===== src/rtl/slmp_pkg.sv =====
// ----------------------------------------------------------------------------
// slmp_pkg
// Types and constants shared by the shortcut-list message parser.
// ----------------------------------------------------------------------------
package slmp_pkg;

	localparam int MAX_ENTRIES  = 8;
	localparam int MAX_NAME     = 16;
	localparam int MIN_MSG_LEN  = 3;
	localparam int ENTRY_HDR    = 3;
	localparam int MAX_MSG_LEN  = MIN_MSG_LEN + MAX_ENTRIES * (ENTRY_HDR + MAX_NAME);
	localparam int POS_MAX      = 1023;
	localparam logic [7:0] TYPE_CODE    = 8'h00;
	localparam logic [7:0] VERSION_CODE = 8'h01;

	localparam int QUEUE_DEPTH  = 4;
	localparam int QPTR_W       = $clog2(QUEUE_DEPTH);
	localparam int QCNT_W       = $clog2(QUEUE_DEPTH + 1);

	typedef enum logic [2:0] {
		PH_TYPE    = 3'd0,
		PH_VERSION = 3'd1,
		PH_COUNT   = 3'd2,
		PH_ID      = 3'd3,
		PH_NAMELEN = 3'd4,
		PH_FLAGS   = 3'd5,
		PH_NAME    = 3'd6
	} phase_t;

	typedef enum logic [1:0] {
		KIND_CHAR   = 2'd0,
		KIND_ENTRY  = 2'd1,
		KIND_COMMIT = 2'd2,
		KIND_REJECT = 2'd3
	} kind_t;

	// results caused by one input byte, in emission order: char, entry, end
	typedef struct packed {
		logic       has_char;
		logic       has_entry;
		logic       has_end;
		logic       end_reject;
		logic [2:0] slot;
		logic [3:0] char_index;
		logic [7:0] char_value;
		logic [7:0] shortcut_id;
		logic [4:0] name_length;
		logic       close_on_trigger;
		logic [3:0] entries_parsed;
	} bundle_t;

endpackage


===== src/rtl/shortcut_list_message_parser_top.sv =====
// ----------------------------------------------------------------------------
// shortcut_list_message_parser_top
// Shortcut-list message parser: one message byte in, name characters,
// completed entries and a commit or reject out.
// ----------------------------------------------------------------------------
// channel  dir  tdata fields (low first)                    tuser        tlast
// s_axis   in   data_byte[7:0] message_length[17:8]         -            final_byte
// m_axis   out  slot, shortcut_id, name_length,             result_kind  last_in_run
//               close_on_trigger, char_index, char_value,
//               entries_parsed
//
// One byte is taken per cycle while the bundle queue has room.
// A byte yields up to three results; the output register sends one per cycle unless m_axis stalls.
// A byte's results pass through the bundle queue, the current-bundle register and the output register.
// Output stalls fill the four-entry queue, then hold s_axis_tready low.
// Asynchronous reset returns the parser to the header type phase.
// ----------------------------------------------------------------------------
module shortcut_list_message_parser_top (
	input  logic        clk,
	input  logic        arst_n,
	input  logic        s_axis_tvalid,
	output logic        s_axis_tready,
	input  logic [23:0] s_axis_tdata,  // data_byte[7:0], message_length[17:8]
	input  logic        s_axis_tlast,
	output logic        m_axis_tvalid,
	input  logic        m_axis_tready,
	output logic [39:0] m_axis_tdata,  // slot[2:0], shortcut_id[10:3], name_length[15:11],
	                                   // close_on_trigger[16], char_index[20:17],
	                                   // char_value[28:21], entries_parsed[32:29]
	output logic [1:0]  m_axis_tuser,  // result_kind[1:0]
	output logic        m_axis_tlast
);
	import slmp_pkg::*;

	logic    push;
	bundle_t push_bundle;
	logic    full;
	logic    pop;
	logic    empty;
	bundle_t head;

	slmp_front u_front (
		.clk            (clk),
		.arst_n         (arst_n),
		.in_valid       (s_axis_tvalid),
		.in_ready       (s_axis_tready),
		.data_byte      (s_axis_tdata[7:0]),
		.message_length (s_axis_tdata[17:8]),
		.final_byte     (s_axis_tlast),
		.queue_full     (full),
		.push           (push),
		.push_bundle    (push_bundle)
	);

	slmp_queue u_queue (
		.clk         (clk),
		.arst_n      (arst_n),
		.push        (push),
		.push_bundle (push_bundle),
		.full        (full),
		.pop         (pop),
		.empty       (empty),
		.head        (head)
	);

	slmp_back u_back (
		.clk       (clk),
		.arst_n    (arst_n),
		.empty     (empty),
		.head      (head),
		.pop       (pop),
		.out_valid (m_axis_tvalid),
		.out_ready (m_axis_tready),
		.out_kind  (m_axis_tuser),
		.out_data  (m_axis_tdata),
		.out_last  (m_axis_tlast)
	);

endmodule


===== src/rtl/slmp_front.sv =====
// ----------------------------------------------------------------------------
// slmp_front
// Byte parser: tracks the message layout and builds the result bundle per byte.
// ----------------------------------------------------------------------------
module slmp_front (
	input  logic              clk,
	input  logic              arst_n,
	input  logic              in_valid,
	output logic              in_ready,
	input  logic [7:0]        data_byte,
	input  logic [9:0]        message_length,
	input  logic              final_byte,
	input  logic              queue_full,
	output logic              push,
	output slmp_pkg::bundle_t push_bundle
);
	import slmp_pkg::*;

	phase_t     phase_q, phase_d;
	logic [9:0] pos_q, pos_d;
	logic [3:0] count_q, count_d;
	logic [3:0] ent_q, ent_d;
	logic [7:0] id_q, id_d;
	logic [4:0] nlen_q, nlen_d;
	logic [4:0] npos_q, npos_d;
	logic       close_q, close_d;
	logic       rej_q, rej_d;
	logic       stop_q, stop_d;
	logic       accept;
	logic       active;
	logic       complete;
	logic [4:0] nlen_clamp;
	logic [3:0] count_clamp;
	logic [10:0] hdr_end;
	logic [10:0] name_end;
	bundle_t    b;

	assign in_ready = !queue_full;
	assign accept   = in_valid && in_ready;

	assign nlen_clamp  = (data_byte < 8'(MAX_NAME)) ? data_byte[4:0] : 5'(MAX_NAME);
	assign count_clamp = (data_byte < 8'(MAX_ENTRIES)) ? data_byte[3:0] : 4'(MAX_ENTRIES);
	assign hdr_end     = {1'b0, pos_q} + 11'(ENTRY_HDR);
	assign name_end    = {1'b0, pos_q} + 11'd1 + {6'd0, nlen_q};

	always_comb begin
		phase_d  = phase_q;
		pos_d    = pos_q;
		count_d  = count_q;
		ent_d    = ent_q;
		id_d     = id_q;
		nlen_d   = nlen_q;
		npos_d   = npos_q;
		close_d  = close_q;
		rej_d    = rej_q;
		stop_d   = stop_q;
		complete = 1'b0;
		b        = '0;
		b.slot   = ent_q[2:0];

		if (message_length < 10'(MIN_MSG_LEN) || message_length > 10'(MAX_MSG_LEN)) begin
			rej_d = 1'b1;
		end
		active = !rej_d && !stop_q && (pos_q < message_length);

		if (active) begin
			case (phase_q)
				PH_TYPE: begin
					if (data_byte != TYPE_CODE) rej_d = 1'b1;
					phase_d = PH_VERSION;
				end
				PH_VERSION: begin
					if (data_byte != VERSION_CODE) rej_d = 1'b1;
					phase_d = PH_COUNT;
				end
				PH_COUNT: begin
					count_d = count_clamp;
					ent_d   = '0;
					if (count_clamp == '0) stop_d = 1'b1;
					else phase_d = PH_ID;
				end
				PH_ID: begin
					if (hdr_end > {1'b0, message_length}) begin
						stop_d = 1'b1;
					end else begin
						id_d    = data_byte;
						phase_d = PH_NAMELEN;
					end
				end
				PH_NAMELEN: begin
					nlen_d  = nlen_clamp;
					phase_d = PH_FLAGS;
				end
				PH_FLAGS: begin
					close_d = data_byte[0];
					if (name_end > {1'b0, message_length}) begin
						stop_d = 1'b1;
					end else if (nlen_q == '0) begin
						complete = 1'b1;
					end else begin
						npos_d  = '0;
						phase_d = PH_NAME;
					end
				end
				PH_NAME: begin
					b.has_char   = 1'b1;
					b.char_index = npos_q[3:0];
					b.char_value = data_byte;
					npos_d       = npos_q + 5'd1;
					if (npos_d >= nlen_q) complete = 1'b1;
				end
				default: begin
					stop_d = 1'b1;
				end
			endcase
		end

		if (complete) begin
			b.has_entry        = 1'b1;
			b.shortcut_id      = id_q;
			b.name_length      = nlen_q;
			b.close_on_trigger = close_d;
			ent_d              = ent_q + 4'd1;
			if (ent_d >= count_d) stop_d = 1'b1;
			else phase_d = PH_ID;
		end

		if (pos_q != 10'(POS_MAX)) pos_d = pos_q + 10'd1;

		if (final_byte) begin
			b.has_end        = 1'b1;
			b.end_reject     = rej_d;
			b.entries_parsed = rej_d ? 4'd0 : ent_d;
			phase_d = PH_TYPE;
			pos_d   = '0;
			count_d = '0;
			ent_d   = '0;
			id_d    = '0;
			nlen_d  = '0;
			npos_d  = '0;
			close_d = 1'b0;
			rej_d   = 1'b0;
			stop_d  = 1'b0;
		end
	end

	assign push        = accept && (b.has_char || b.has_entry || b.has_end);
	assign push_bundle = b;

	always_ff @(posedge clk or negedge arst_n) begin
		if (!arst_n) begin
			phase_q <= PH_TYPE;
			pos_q   <= '0;
			count_q <= '0;
			ent_q   <= '0;
			id_q    <= '0;
			nlen_q  <= '0;
			npos_q  <= '0;
			close_q <= 1'b0;
			rej_q   <= 1'b0;
			stop_q  <= 1'b0;
		end else if (accept) begin
			phase_q <= phase_d;
			pos_q   <= pos_d;
			count_q <= count_d;
			ent_q   <= ent_d;
			id_q    <= id_d;
			nlen_q  <= nlen_d;
			npos_q  <= npos_d;
			close_q <= close_d;
			rej_q   <= rej_d;
			stop_q  <= stop_d;
		end
	end

endmodule


===== src/rtl/slmp_queue.sv =====
// ----------------------------------------------------------------------------
// slmp_queue
// Short FIFO of result bundles between the parser and the emitter.
// ----------------------------------------------------------------------------
module slmp_queue (
	input  logic              clk,
	input  logic              arst_n,
	input  logic              push,
	input  slmp_pkg::bundle_t push_bundle,
	output logic              full,
	input  logic              pop,
	output logic              empty,
	output slmp_pkg::bundle_t head
);
	import slmp_pkg::*;

	bundle_t           slots_q [QUEUE_DEPTH];
	logic [QPTR_W-1:0] wr_q;
	logic [QPTR_W-1:0] rd_q;
	logic [QCNT_W-1:0] cnt_q;

	assign full  = (cnt_q == QCNT_W'(QUEUE_DEPTH));
	assign empty = (cnt_q == '0);
	assign head  = slots_q[rd_q];

	always_ff @(posedge clk) begin
		if (push) slots_q[wr_q] <= push_bundle;
	end

	always_ff @(posedge clk or negedge arst_n) begin
		if (!arst_n) begin
			wr_q  <= '0;
			rd_q  <= '0;
			cnt_q <= '0;
		end else begin
			if (push) wr_q <= wr_q + QPTR_W'(1);
			if (pop) rd_q <= rd_q + QPTR_W'(1);
			if (push && !pop) cnt_q <= cnt_q + QCNT_W'(1);
			else if (pop && !push) cnt_q <= cnt_q - QCNT_W'(1);
		end
	end

endmodule


===== src/rtl/slmp_back.sv =====
// ----------------------------------------------------------------------------
// slmp_back
// Result emitter: splits each bundle into result transfers behind an
// output register.
// ----------------------------------------------------------------------------
module slmp_back (
	input  logic              clk,
	input  logic              arst_n,
	input  logic              empty,
	input  slmp_pkg::bundle_t head,
	output logic              pop,
	output logic              out_valid,
	input  logic              out_ready,
	output logic [1:0]        out_kind,
	output logic [39:0]       out_data,
	output logic              out_last
);
	import slmp_pkg::*;

	bundle_t     cur_q;
	logic        pend_char_q, pend_entry_q, pend_end_q;
	logic        valid_q;
	kind_t       kind_q;
	logic [32:0] data_q;
	logic        last_q;

	logic        cur_any;
	logic        load;
	logic        sel_last;
	kind_t       sel_kind;
	logic [32:0] sel_data;

	assign cur_any = pend_char_q || pend_entry_q || pend_end_q;
	assign load    = cur_any && (!valid_q || out_ready);
	assign pop     = !empty && (!cur_any || (load && sel_last));

	always_comb begin
		sel_data = '0;
		if (pend_char_q) begin
			sel_kind       = KIND_CHAR;
			sel_last       = !(pend_entry_q || pend_end_q);
			sel_data[2:0]   = cur_q.slot;
			sel_data[20:17] = cur_q.char_index;
			sel_data[28:21] = cur_q.char_value;
		end else if (pend_entry_q) begin
			sel_kind       = KIND_ENTRY;
			sel_last       = !pend_end_q;
			sel_data[2:0]   = cur_q.slot;
			sel_data[10:3]  = cur_q.shortcut_id;
			sel_data[15:11] = cur_q.name_length;
			sel_data[16]    = cur_q.close_on_trigger;
		end else begin
			sel_kind       = cur_q.end_reject ? KIND_REJECT : KIND_COMMIT;
			sel_last       = 1'b1;
			sel_data[32:29] = cur_q.entries_parsed;
		end
	end

	always_ff @(posedge clk) begin
		if (pop) cur_q <= head;
		if (load) begin
			kind_q <= sel_kind;
			data_q <= sel_data;
			last_q <= sel_last;
		end
	end

	always_ff @(posedge clk or negedge arst_n) begin
		if (!arst_n) begin
			pend_char_q  <= 1'b0;
			pend_entry_q <= 1'b0;
			pend_end_q   <= 1'b0;
			valid_q      <= 1'b0;
		end else begin
			if (pop) begin
				pend_char_q  <= head.has_char;
				pend_entry_q <= head.has_entry;
				pend_end_q   <= head.has_end;
			end else if (load) begin
				if (pend_char_q) pend_char_q <= 1'b0;
				else if (pend_entry_q) pend_entry_q <= 1'b0;
				else pend_end_q <= 1'b0;
			end
			if (load) valid_q <= 1'b1;
			else if (out_ready) valid_q <= 1'b0;
		end
	end

	assign out_valid = valid_q;
	assign out_kind  = kind_q;
	assign out_data  = {7'd0, data_q};
	assign out_last  = last_q;

endmodule

===== config.mk =====
export PLATFORM = sky130hd
export DESIGN_NAME = shortcut_list_message_parser_top
export DESIGN_NICKNAME = d
export VERILOG_FILES = /design/src/rtl/slmp_pkg.sv /design/src/rtl/shortcut_list_message_parser_top.sv /design/src/rtl/slmp_front.sv /design/src/rtl/slmp_queue.sv /design/src/rtl/slmp_back.sv
export SDC_FILE = /design/constraint.sdc
export NUM_CORES = 1
export LEC_CHECK = 0
export BUFFER_PORTS_ARGS = -buffer_cell sky130_fd_sc_hd__buf_2
export CORE_ASPECT_RATIO = 0.5
export CORE_MARGIN = 2
export CORE_UTILIZATION = 61
export DETAILED_ROUTE_END_ITERATION = 16
export PLACE_DENSITY = 0.8
export SLEW_MARGIN = 20
export SYNTH_ARGS = -nofsm -noshare
export SYNTH_HDL_FRONTEND = slang
export SYNTH_SLANG_ARGS = --single-unit

===== constraint.sdc =====
create_clock -name clk -period 5.6 [get_ports clk]
set_input_delay 0.56 -clock clk [delete_from_list [all_inputs] [get_ports clk]]
set_output_delay 0.56 -clock clk [all_outputs]
set_load 0.1 [all_outputs]

## After elaboration in Yosys (flattened, before gate mapping)

Memory sizes are Yosys's and may differ from the RTL's.
Index checks and enable logic that the tools add are counted.
W data, S select, Z words.

| cells by class | value |
|---|---|
| $add $sub $neg | 10 |
| order comparisons | 9 |
| eq/ne operators | 14 |
| mux-type cells | 84 |
| bitwise operators | 1 |
| reduce and logical (&&, ||, !) cells | 49 |

Operators by type and width:

| operator | count |
|---|---|
| $mux W4 | 10 |
| $mux W5 | 8 |
| $mux W1 | 39 |
| $mux W3 | 12 |
| $mux W8 | 4 |
| $mux W12 | 2 |
| $gt A11 B10 Y1 | 2 |
| $mux W10 | 2 |
| $pmux W3 S6 | 1 |
| $mux W14 | 1 |
| $reduce_bool A2 Y1 | 7 |
| $eq A3 B3 Y1 const B | 4 |
| $add A10 B1 Y11 const B | 1 |
| $add A10 B2 Y11 const B | 1 |
| $add A11 B5 Y11 | 1 |
| $add A10 B1 Y10 const B | 1 |
| $gt A10 B8 Y1 const B | 1 |
| $logic_not A1 Y1 | 10 |
| $lt A10 B10 Y1 | 1 |
| $lt A10 B2 Y1 const B | 1 |
| $ne A10 B10 Y1 const B | 1 |
| $pmux W5 S2 | 1 |
| $logic_and A1 B1 Y1 | 9 |
| $logic_or A1 B1 Y1 | 8 |
| other kinds (29) | 39 |

| word-level totals | value |
|---|---|
| bits in registers | 123 |
| bits in writable memories | 148 |
| input port bits | 29 |
| output and inout bits | 45 |
| logic and storage cells | 200 |
| memories | 1 |

Memories:

| name | depth | bits a word | read ports | clocked after Yosys merged registers in | write ports | line | text |
|---|---|---|---|---|---|---|---|
| u_queue.slots_q | 4 | 37 | 1 | 0 | 1 | slmp_queue.sv:17 | `bundle_t slots_q [QUEUE_DEPTH];` |

## Logic depth before layout (Yosys ltp)

Gate-level depths: netlist of run 1.

| depth | value |
|---|---|
| depth in word-level cells | 15 |
| mapped depth | 21 |
| depth with buffers taken out | 21 |

## By module

Synthesis of run 1 repeated with hierarchy kept, for this count alone.

| unflattened totals | value |
|---|---|
| cell total of the unflattened synthesis | 830 |
| area, all modules | 12336.8 um^2 |

By module, submodules not included:

| module | instances | cells each | area each (um^2) | sequential area each (um^2) |
|---|---|---|---|---|
| slmp_queue | 1 | 227 | 5724.2 | 4619.4 |
| slmp_front | 1 | 455 | 3930.0 | 1051.0 |
| slmp_back | 1 | 148 | 2682.6 | 2202.1 |

## Worst setup path after synthesis of run 1

No wires, ideal clock.

| timing path | value |
|---|---|
| path kind | reg-to-reg |
| start | register u_front.pos_q[0] |
| end | memory u_queue.slots_q[0][0] (netlist name) (enable) |
| setup time | 398 ps |
| data arrival time | 3903 ps |
| required time | 5202 ps |
| path slack | 1300 ps |
| cell stages (with the launch flop) | 16 |
| buffers on the path | 0 |
| period minus slack after synthesis | 4300 ps |
| cell sequence | dfrtp_1 > inv_1 > ha_1 > fa_1 > nor2b_1 > o31a_1 > or2_2 > nand2_1 > xnor2_1 > ha_1 > a21oi_1 > nand2_1 > nor4_2 > o211ai_4 > a21oi_4 > and2_1 |

| between the ends | value |
|---|---|
| longest elaborated chain between the ends | 12 |
| elaborated cells on any way between the ends | 15 |
| those cells by class | add/sub (2); order compare (2); mux (7); reduce/logical (4) |

RTL lines:

| item | line | text |
|---|---|---|
| start, declared | slmp_front.sv:20 | `logic [9:0] pos_q, pos_d;` |
| start signal, assigned | slmp_front.sv:164 | `pos_q <= pos_d;` |
| $add A10 B1 Y11 | slmp_front.sv:44 | `assign name_end = {1'b0, pos_q} + 11'd1 + {6'd0, nlen_q};` |
| $add A11 B5 Y11 | slmp_front.sv:44 |  |
| $gt A11 B10 Y1 | slmp_front.sv:96 | `if (name_end > {1'b0, message_length}) begin` |
| $mux W1 | slmp_front.sv:96 |  |
| $pmux W1 S2 | slmp_front.sv:67 | `case (phase_q)` |
| $mux W1 | slmp_front.sv:66 | `if (active) begin` |
| $mux W1 | slmp_front.sv:118 | `if (complete) begin` |
| $logic_or A1 B1 Y1 (*) (2 in a row) | slmp_front.sv:147 | `assign push = accept && (b.has_char \|\| b.has_entry \|\| b.has_end);` |
| $logic_and A1 B1 Y1 (*) | slmp_front.sv:147 |  |
| named net push | shortcut_list_message_parser_top.sv:35 | `logic push;` |
| $mux W1 (*) | slmp_queue.sv:27 | `if (push) slots_q[wr_q] <= push_bundle;` |
| $mux W1 (not written as such) (*) | slmp_queue.sv:27 |  |
| end, declared | slmp_queue.sv:17 |  |

Mark *: on every way through the listed nets, which the timed path passes. The rest lies on a longest branch.

## Final worst setup path of run 1

| timing path | value |
|---|---|
| start | register u_front.pos_q[0] |
| end | register u_queue.cnt_q[2] |

| between the ends | value |
|---|---|
| longest elaborated chain between the ends | 13 |
| elaborated cells on any way between the ends | 18 |
| those cells by class | add/sub (2); order compare (2); mux (6); reduce/logical (8) |

RTL lines:

| item | line | text |
|---|---|---|
| $add A10 B1 Y11 | slmp_front.sv:44 |  |
| $add A11 B5 Y11 | slmp_front.sv:44 |  |
| $gt A11 B10 Y1 | slmp_front.sv:96 |  |
| $mux W1 | slmp_front.sv:96 |  |
| $pmux W1 S2 | slmp_front.sv:67 |  |
| $mux W1 | slmp_front.sv:66 |  |
| $mux W1 | slmp_front.sv:118 |  |
| $logic_or A1 B1 Y1 (*) (2 in a row) | slmp_front.sv:147 |  |
| $logic_and A1 B1 Y1 (*) | slmp_front.sv:147 |  |
| named net push | shortcut_list_message_parser_top.sv:35 |  |
| $logic_not A1 Y1 | slmp_queue.sv:39 | `else if (pop && !push) cnt_q <= cnt_q - QCNT_W'(1);` |
| $logic_and A1 B1 Y1 | slmp_queue.sv:39 |  |
| $reduce_bool A2 Y1 (no source line) | - |  |
| end signal, assigned | slmp_queue.sv:38 | `if (push && !pop) cnt_q <= cnt_q + QCNT_W'(1);` |
| end signal, assigned | slmp_queue.sv:39 |  |
| end, declared | slmp_queue.sv:20 | `logic [QCNT_W-1:0] cnt_q;` |

Marks and branches as above.
A chain may end at the register's enable or synchronous reset.

==> flow_summary_export.csv, run 1 <==
group,metric,value,unit
logic_synthesis,synth_area_per_cell,14.9,um2
sta,final_period_minus_worst_setup_slack,4.60,ns
global_route,grt_pass1_wl,39200,um
route,detail_route.wirelength,24200,um
sta,final-setup-viol-count,0,
clock_network,numClockSinks,271,
sta,hold_violations,0,
route,vias,6993,
logic_synthesis,synth_seq_area_share,64.4,%
route,average_vias_per_placed_instance,5.96,
outcome,run_status,"finished, final reports clean",
pwr,vdd.ir_drop.worst,358,uV
layout,layout.cells.most_common,"edfxtp_1",
pwr,clock_power_share,23.7,%
logic_synthesis,multiplexer_area_fraction_after_synthesis,7.82,%
logic_synthesis,post_synth_inst_count,822,
floorplan,coreArea,0.0195,mm2
sta,unrepaired_setup_endpoints_after_global_routing,"false",
global_route,grt_remaining_overflow,0,
clock_network,clk_pin_slew_worst_paths,0.06,ns
pwr,power_report.internal_total,4.30,mW
route,first_iter_violations,629,
worst_setup_path,critical_path_peak_fanout,7,
worst_setup_path,critical_path.startpoint_type,"flop",
pwr,power.static_leakage,5.06,nW
worst_setup_path,end_kind,"flop",
clock_network,post_cts_resize_count,0,
route,routed-wl-met3,1780,um
clock_network,cts_tree,"yes",
route,m1WireLength,10400,um
logic_synthesis,synth-edff-count,218,
floorplan,die_width,204,um
layout,layout-drive-gt1-share,18.2,%
logic_synthesis,post_synthesis_share_of_cell_area_spent_on_and_or_nand_and_nor_gates,10.1,%
route,drt_drc_violations_left,0,
floorplan,pin_count,74,
pwr,comb_power_share,33.6,%
floorplan,start_util,62.5,%
logic_synthesis,synth_compound_gate_area_share,6.69,%
worst_setup_path,timing.critical_path.slowest_stage_cell,"dfrtp_1",
worst_setup_path,critical_path.top_delay_family,"adder cells",
pwr,share_seq_of_total_power,42.7,%
job,max_cap_viol_count,0,
worst_setup_path,timing.critical_path.required,6.05,ns
logic_synthesis,largest_family_of_logic_cells_by_synthesized_area,"simple AND/OR/NAND/NOR gates",
sta,finalCritPeriodShare,82.1,%
logic_synthesis,synth_warnings,0,
floorplan,fp.dieH,104,um
global_route,grt_max_degree,54,
clock_network,clockBufferDepth,3,
place,hpwl,15300,um
logic_synthesis,asyncSetResetFlopFracSynth,19.6,%
worst_setup_path,cp_num_buf_inv,2,
logic_synthesis,ys_types,78,
route,routed-wl-met2,11500,um
clock_network,cts_hold_buffers,0,
min_path,min_path_type,"in -> async",
sta,fin_ws,1.00,ns
clock_network,post_cts_buffers,0,
clock_network,worstSkewPairLatency,0.52,ns
global_route,initial_antenna_violation_count,0,
floorplan,design.die.area,0.0212,mm2
worst_setup_path,crit_path_cell_trace,"inv_1 > ha_1 > fa_1 > nor2b_1 > o31a_1 > or2_2 > nand2_1 > xnor2_1 > ha_1 > a21oi_1 > nand2_1 > nor4_2 > o211ai_4 > a21oi_4 > ha_1 > inv_1 > fa_1 > xor2_1 > nor2_1 > xor2_1",
place,dp_worst_setup_slack,1.04,ns
place,placement.io_buffers,60,
worst_setup_path,worst_ep_arrival_time,5.04,ns
layout,number_of_nets_at_the_end_of_the_flow,973,
floorplan,floorplan.rows,36,
route,postRouteAntennaNets,0,
route,highest-signal-layer,"met4",
layout,layout_overhead_on_the_synthesized_area,11.2,%
worst_setup_path,cpPeakStageDelay,0.44,ns
place,finalWeightedCongestion,0.876,
route,first_pass_iters,4,
logic_synthesis,synth.cell_area,0.0122,mm2
pwr,power.density,512,mW/mm2
layout,n_antenna_cell,0,
sta,worst_clock_skew,0.0123,ns
clock_network,htreeDepth,1,
sta,setup_tns,0,ns
clock_network,cts.root.buffer_cell,"clkbuf_16",
logic_synthesis,synth_ff_type,"edfxtp_1",
clock_network,cts-buffers-inserted,24,
worst_setup_path,path_class,"reg -> reg",
layout,final_cell_mix,"edfxtp_1 (218), and2_1 (63), buf_2 (60)",
worst_setup_path,most_common_cell_type_on_the_critical_path,"ha_1",
pwr,netSwitchingPower,2.66,mW
logic_synthesis,synth_adder_area_share,5.84,%
pwr,switching_share,38.2,%
sta,tightest_slew,1.04,ns
route,wl_per_cell,20.6,um
global_route,grt_pass1_vias,7263,
global_route,grt_usage,24.0,%
logic_synthesis,synth_xor_area_share,2.44,%
sta,slew_violations,0,
sta,timing.max_slew.rel_slack,30.4,%
sta,clock.fmax,218,MHz
logic_synthesis,synth_seq_cells,271,
sta,hold_worst_slack,0.170,ns
-- registers in the layout, summed over array words and instances, names as in the netlist, 2 cells and up --
signal,count
u_front.pos_q,10
u_queue.cnt_q,3
u_back.out_kind,2
u_front.id_q,8
u_back.data_q,33
u_front.npos_q,5
u_front.count_q,4
u_queue.wr_q,2
u_front.nlen_q,5
u_front.phase_q,3
u_queue.slots_q,148
u_back.cur_q,34
u_front.ent_q,4
u_queue.rd_q,2
-- area by class of cell --
cell class / instances / area [um2]
Sequential cell: 271 / 7870
Fill cell: 1303 / 5970
Multi-Input combinational cell: 487 / 4060
Clock buffer: 33 / 644
Timing Repair Buffer: 71 / 403
Tap cell: 266 / 333
Clock inverter: 11 / 144
Inverter: 34 / 130
-- stage by stage --
step	cell area (um2)	power (mW)	utilization [%]	std cells
2_1_floorplan	12200	4.86	-	828
3_3_place_gp	12800	5.25	65.3	1128
3_5_place_dp	12800	5.31	65.3	1128
4_1_cts	13600	6.98	69.3	1172
5_1_grt	13600	7.26	69.5	1173
6_report	13600	6.96	69.5	1173
-- logic make-up (layout without fill, tap and decap cells) --
family          count (synthesis)  in the layout
mux                            49             49
flops                         271            271
simple gates                  230            230
fa+ha+maj                      56             56
xor+xnor                       34             34
buf+inv                        70            149
other cells                     1              7
compound gates                111            111
-- worst paths after layout --
check / from / endpoint / slack [ns] / cells past startpoint
setup / recovery: u_front.pos_q[0]$_DFFE_PN0P_ / u_queue.cnt_q[2]$_DFFE_PN0P_ / 1.00 / 20
hold / removal: arst_n / u_front.pos_q[2]$_DFFE_PN0P_ / 0.17 / 2
setup reg to reg: u_front.pos_q[0]$_DFFE_PN0P_ / u_queue.cnt_q[2]$_DFFE_PN0P_ / 1.00 / 20
hold reg to reg: u_front.count_q[1]$_DFFE_PN0P_ / u_front.count_q[1]$_DFFE_PN0P_ / 0.48 / 2
max in group asynchronous: arst_n / u_queue.rd_q[0]$_DFFE_PN0P_ / 4.88 / 2
min in group clk: s_axis_tdata[4] / u_front.id_q[4]$_DFFE_PN0P_ / 0.34 / 2
-- per-layer routing --
metal	GRT usage [%]	vias to the layer above
li1	-	3227
met1	33.2	3479
met2	39.3	250
met3	5.61	37
met4	5.59	0
met5	0	-
-- cells in the mapped netlist, types with 6 or more instances --
cell type	n	area (um2)
ha_1	53	663
and2_1	63	394
nand3_1	14	70.1
buf_2	10	50.1
nor2b_1	9	56.3
mux2i_1	10	100
edfxtp_1	218	6550
clkbuf_1	15	56.3
nand2_1	48	180
xor2_1	15	131
nand4_1	7	43.8
dfrtp_1	53	1330
o21ai_0	23	115
a22o_1	11	96.3
buf_4	7	52.6
mux4_2	37	833
nor4_1	6	37.5
inv_1	33	124
a21oi_1	19	95.1
nor2_1	48	180
xnor2_1	19	166
nand2b_1	7	43.8
-- power groups by stage --
stage	sequential (mW)	combinational (mW)	clock, mW
2_1_floorplan	3.83	1.04	0
3_3_place_gp	2.98	2.27	0
3_5_place_dp	3.01	2.31	0
4_1_cts	2.97	2.34	1.67
5_1_grt	3.02	2.48	1.75
6_report	2.97	2.34	1.65
(Power assumes the default switching activity.)
==> inputs of run 2 (changes only) <==
- ABC_AREA: default -> 1
- clock period: 5.6 -> 4.55 ns (I/O delays scaled with it)
==> run 2 against run 1 <==
  * Synthesized area up 1.6%
  * Die area up 1.6%
  * Design area up 2.5%
  * Synthesized cell count up 41%
  * Global-route usage up 3.6 points
  * Sequential power up 22%
  * Final cell count up 29%
  * Clock-buffer cell count down 1
  * First-iteration DRC count up 32%
  * Critical path type unchanged
  * Critical endpoint unchanged
  * Largest cell class unchanged
  * Highest routed layer unchanged
==> flow_summary_export.csv, run 2 <==
group,metric,value,unit
outcome,run_status,"finished, final reports clean",
floorplan,die_width,206,um
sta,fin_ws,0.391,ns
clock_network,worstSkewPairLatency,0.53,ns
logic_synthesis,synth_top_area_share,52.7,%
logic_synthesis,yosysMostFrequentCell,"edfxtp_1",
clock_network,htreeDepth,1,
worst_setup_path,worst_ep_arrival_time,4.56,ns
layout,n_antenna_cell,0,
global_route,initial_antenna_violation_count,0,
layout,layout_overhead_on_the_synthesized_area,12.2,%
worst_setup_path,critical_path_peak_fanout,6,
clock_network,numClockSinks,271,
sta,slew_violations,0,
floorplan,pin_count,74,
pwr,comb_power_share,36.8,%
logic_synthesis,post-synth-top-area-cell,"edfxtp_1",
global_route,grt_usage,27.7,%
job,max_cap_viol_count,0,
floorplan,design.die.area,0.0216,mm2
sta,setup_tns,0,ns
logic_synthesis,synth_ff_type,"edfxtp_1",
route,postRouteAntennaNets,0,
pwr,vdd.ir_drop.worst,490,uV
global_route,grt_pass1_vias,8858,
clock_network,cts_tree,"yes",
layout,reg.largest.list,"u_queue.slots_q (148), u_back.cur_q (34), u_back.data_q (33)",
sta,finalCritPeriodShare,91.4,%
route,vias,8850,
pwr,power_report.internal_total,5.33,mW
worst_setup_path,timing.critical_path.required,4.95,ns
clock_network,cts_hold_buffers,0,
floorplan,start_util,63.1,%
logic_synthesis,synth_seq_area_share,63.4,%
place,hpwl,17800,um
sta,worst_clock_skew,0.00999,ns
route,first_pass_iters,5,
global_route,grt_max_degree,75,
clock_network,post_cts_buffers,0,
logic_synthesis,asyncSetResetFlopFracSynth,19.6,%
logic_synthesis,synth_area_per_cell,10.7,um2
layout,nFillCells,1337,
min_path,min_path_type,"in -> async",
sta,tightest_slew,0.772,ns
clock_network,clockBufferDepth,3,
layout,number_of_nets_at_the_end_of_the_flow,1309,
layout,layout-drive-gt1-share,11.8,%
sta,timing.max_slew.rel_slack,48.5,%
clock_network,post_cts_resize_count,0,
global_route,grt_pass1_wl,46000,um
logic_synthesis,ys_types,44,
logic_synthesis,post_synth_inst_count,1160,
logic_synthesis,synth.cells.most_frequent,"edfxtp_1 (218), nor2_1 (183), nand2_1 (147)",
place,finalWeightedCongestion,0.880,
route,detail_route.wirelength,28900,um
worst_setup_path,end_kind,"flop",
layout,instances_no_fill,1508,
place,dp_cells,1465,
worst_setup_path,path_class,"reg -> reg",
logic_synthesis,synth_warnings,0,
sta,clock.fmax,240,MHz
route,drt_drc_violations_left,0,
clock_network,cts.root.buffer_cell,"clkbuf_16",
layout,layout.cells.most_common,"edfxtp_1",
route,first_iter_violations,832,
clock_network,cts-buffers-inserted,23,
layout,final_cell_area,0.0139,mm2
sta,final_period_minus_worst_setup_slack,4.16,ns
logic_synthesis,synth_seq_cells,271,
layout,top_register,"u_queue.slots_q",
pwr,power.static_leakage,5.86,nW
place,dp_worst_setup_slack,0.286,ns
floorplan,coreArea,0.0197,mm2
place,postPlaceCellArea,0.0131,mm2
logic_synthesis,synth-edff-count,218,
pwr,share_seq_of_total_power,39.7,%
floorplan,floorplan.rows,36,
pwr,switching_share,41.4,%
route,wl_per_cell,19.1,um
layout,layout.core_utilization,70.7,%
logic_synthesis,synth.cell_area,0.0124,mm2
pwr,clock_power_share,23.4,%
pwr,netSwitchingPower,3.77,mW
layout,final_cell_mix,"edfxtp_1 (218), nor2_1 (178), nand2_1 (147)",
pwr,power.density,653,mW/mm2
logic_synthesis,ys_top_cells_by_area,"edfxtp_1 (53%), dfrtp_1 (11%), nor2_1 (5.5%)",
sta,final-setup-viol-count,0,
route,average_vias_per_placed_instance,5.87,
layout,largest_reg_flops,148,
floorplan,fp.dieH,105,um
place,placement.io_buffers,60,
worst_setup_path,critical_path.startpoint_type,"flop",
global_route,grt_remaining_overflow,0,
sta,unrepaired_setup_endpoints_after_global_routing,"false",
sta,hold_violations,0,
clock_network,clk_pin_slew_worst_paths,0.06,ns
==> run 2: layout make-up <==
| type | count | area, um2 | area share [%] |
|---|---|---|---|
| timing repair buffer | 76 | 490 | 3.52 |
| clock inverter | 10 | 165 | 1.19 |
| multi-input combinational | 708 | 3870 | 27.8 |
| sequential | 271 | 7880 | 56.5 |
| clock buffer | 32 | 649 | 4.66 |
| tap | 266 | 333 | 2.39 |
| inverter | 145 | 544 | 3.91 |
==> run 2: critical path, cell delays in order, from the launching register on <==
cell and delay [ns]:
dfrtp_2 0.47, ha_2 0.40, inv_1 0.06, o31ai_2 0.28, a21o_1 0.17, a21oi_2 0.08
nor2_1 0.12, xor2_1 0.16, ha_1 0.26, and3_1 0.21, nand2_1 0.07, nand2_1 0.05
nand2_1 0.14, nand3_1 0.10, nand2_1 0.15, nand2_2 0.08, nand3_2 0.10, nand2_2 0.07
inv_2 0.06, ha_1 0.14, inv_1 0.07, fa_1 0.38, a21oi_1 0.14, o21ai_0 0.12
xor2_1 0.16
==> run 2: per-stage QoR <==
| step | hold WS (ns) | total power, mW |
|---|---|---|
| floorplan | 0.159 | 6.14 |
| global placement | 0.466 | 6.77 |
| detailed placement | 0.492 | 6.93 |
| CTS | 0.108 | 9.06 |
| global route | 0.134 | 9.49 |
| finish | 0.0848 | 9.09 |
==> run 2: routing by layer <==
metal	share of wire [%]	track usage (%)	vias to the layer above
met5	0	0	-
met4	2.1	7.91	0
met3	8.8	4.77	66
met2	49	46.3	479
met1	40	37.6	4235
li1	-	-	4070
==> run 2: logic make-up after synthesis <==
group           count (synthesis)  synth area share, %
buf+inv                       187                 6.04
compound gates                213                 9.50
xor+xnor                       25                 1.76
simple gates                  408                 13.6
other cells                     1               0.0302
fa+ha+maj                      55                 5.66
flops                         271                 63.4
==> run 2: final timing paths <==
| kind | from | to | slack (ns) | cells after the start |
|---|---|---|---|---|
| hold / removal | arst_n | u_front.pos_q[6]$_DFFE_PN0P_ | 0.08 | 2 |
| setup reg to reg | u_front.pos_q[2]$_DFFE_PN0P_ | u_queue.cnt_q[2]$_DFFE_PN0P_ | 0.39 | 24 |
| max in group asynchronous | arst_n | u_queue.rd_q[0]$_DFFE_PN0P_ | 3.91 | 2 |
| hold reg to reg | u_back.cur_q[22]$_DFFE_PP_ | u_back.data_q[25]$_SDFFCE_PN0P_ | 0.51 | 2 |
| min in group clk | m_axis_tready | u_back.out_valid$_DFFE_PN0P_ | 0.17 | 2 |
| setup / recovery | u_front.pos_q[2]$_DFFE_PN0P_ | u_queue.cnt_q[2]$_DFFE_PN0P_ | 0.39 | 24 |
==> run 2: power by group through the flow <==
| stage | registers [mW] | clock network [mW] | logic, mW |
|---|---|---|---|
| 3_5_place_dp | 3.66 | 0 | 3.27 |
| 3_3_place_gp | 3.63 | 0 | 3.15 |
| 5_1_grt | 3.66 | 2.24 | 3.60 |
| 2_1_floorplan | 4.72 | 0 | 1.42 |
| 4_1_cts | 3.61 | 2.14 | 3.31 |
| 6_report | 3.61 | 2.13 | 3.35 |
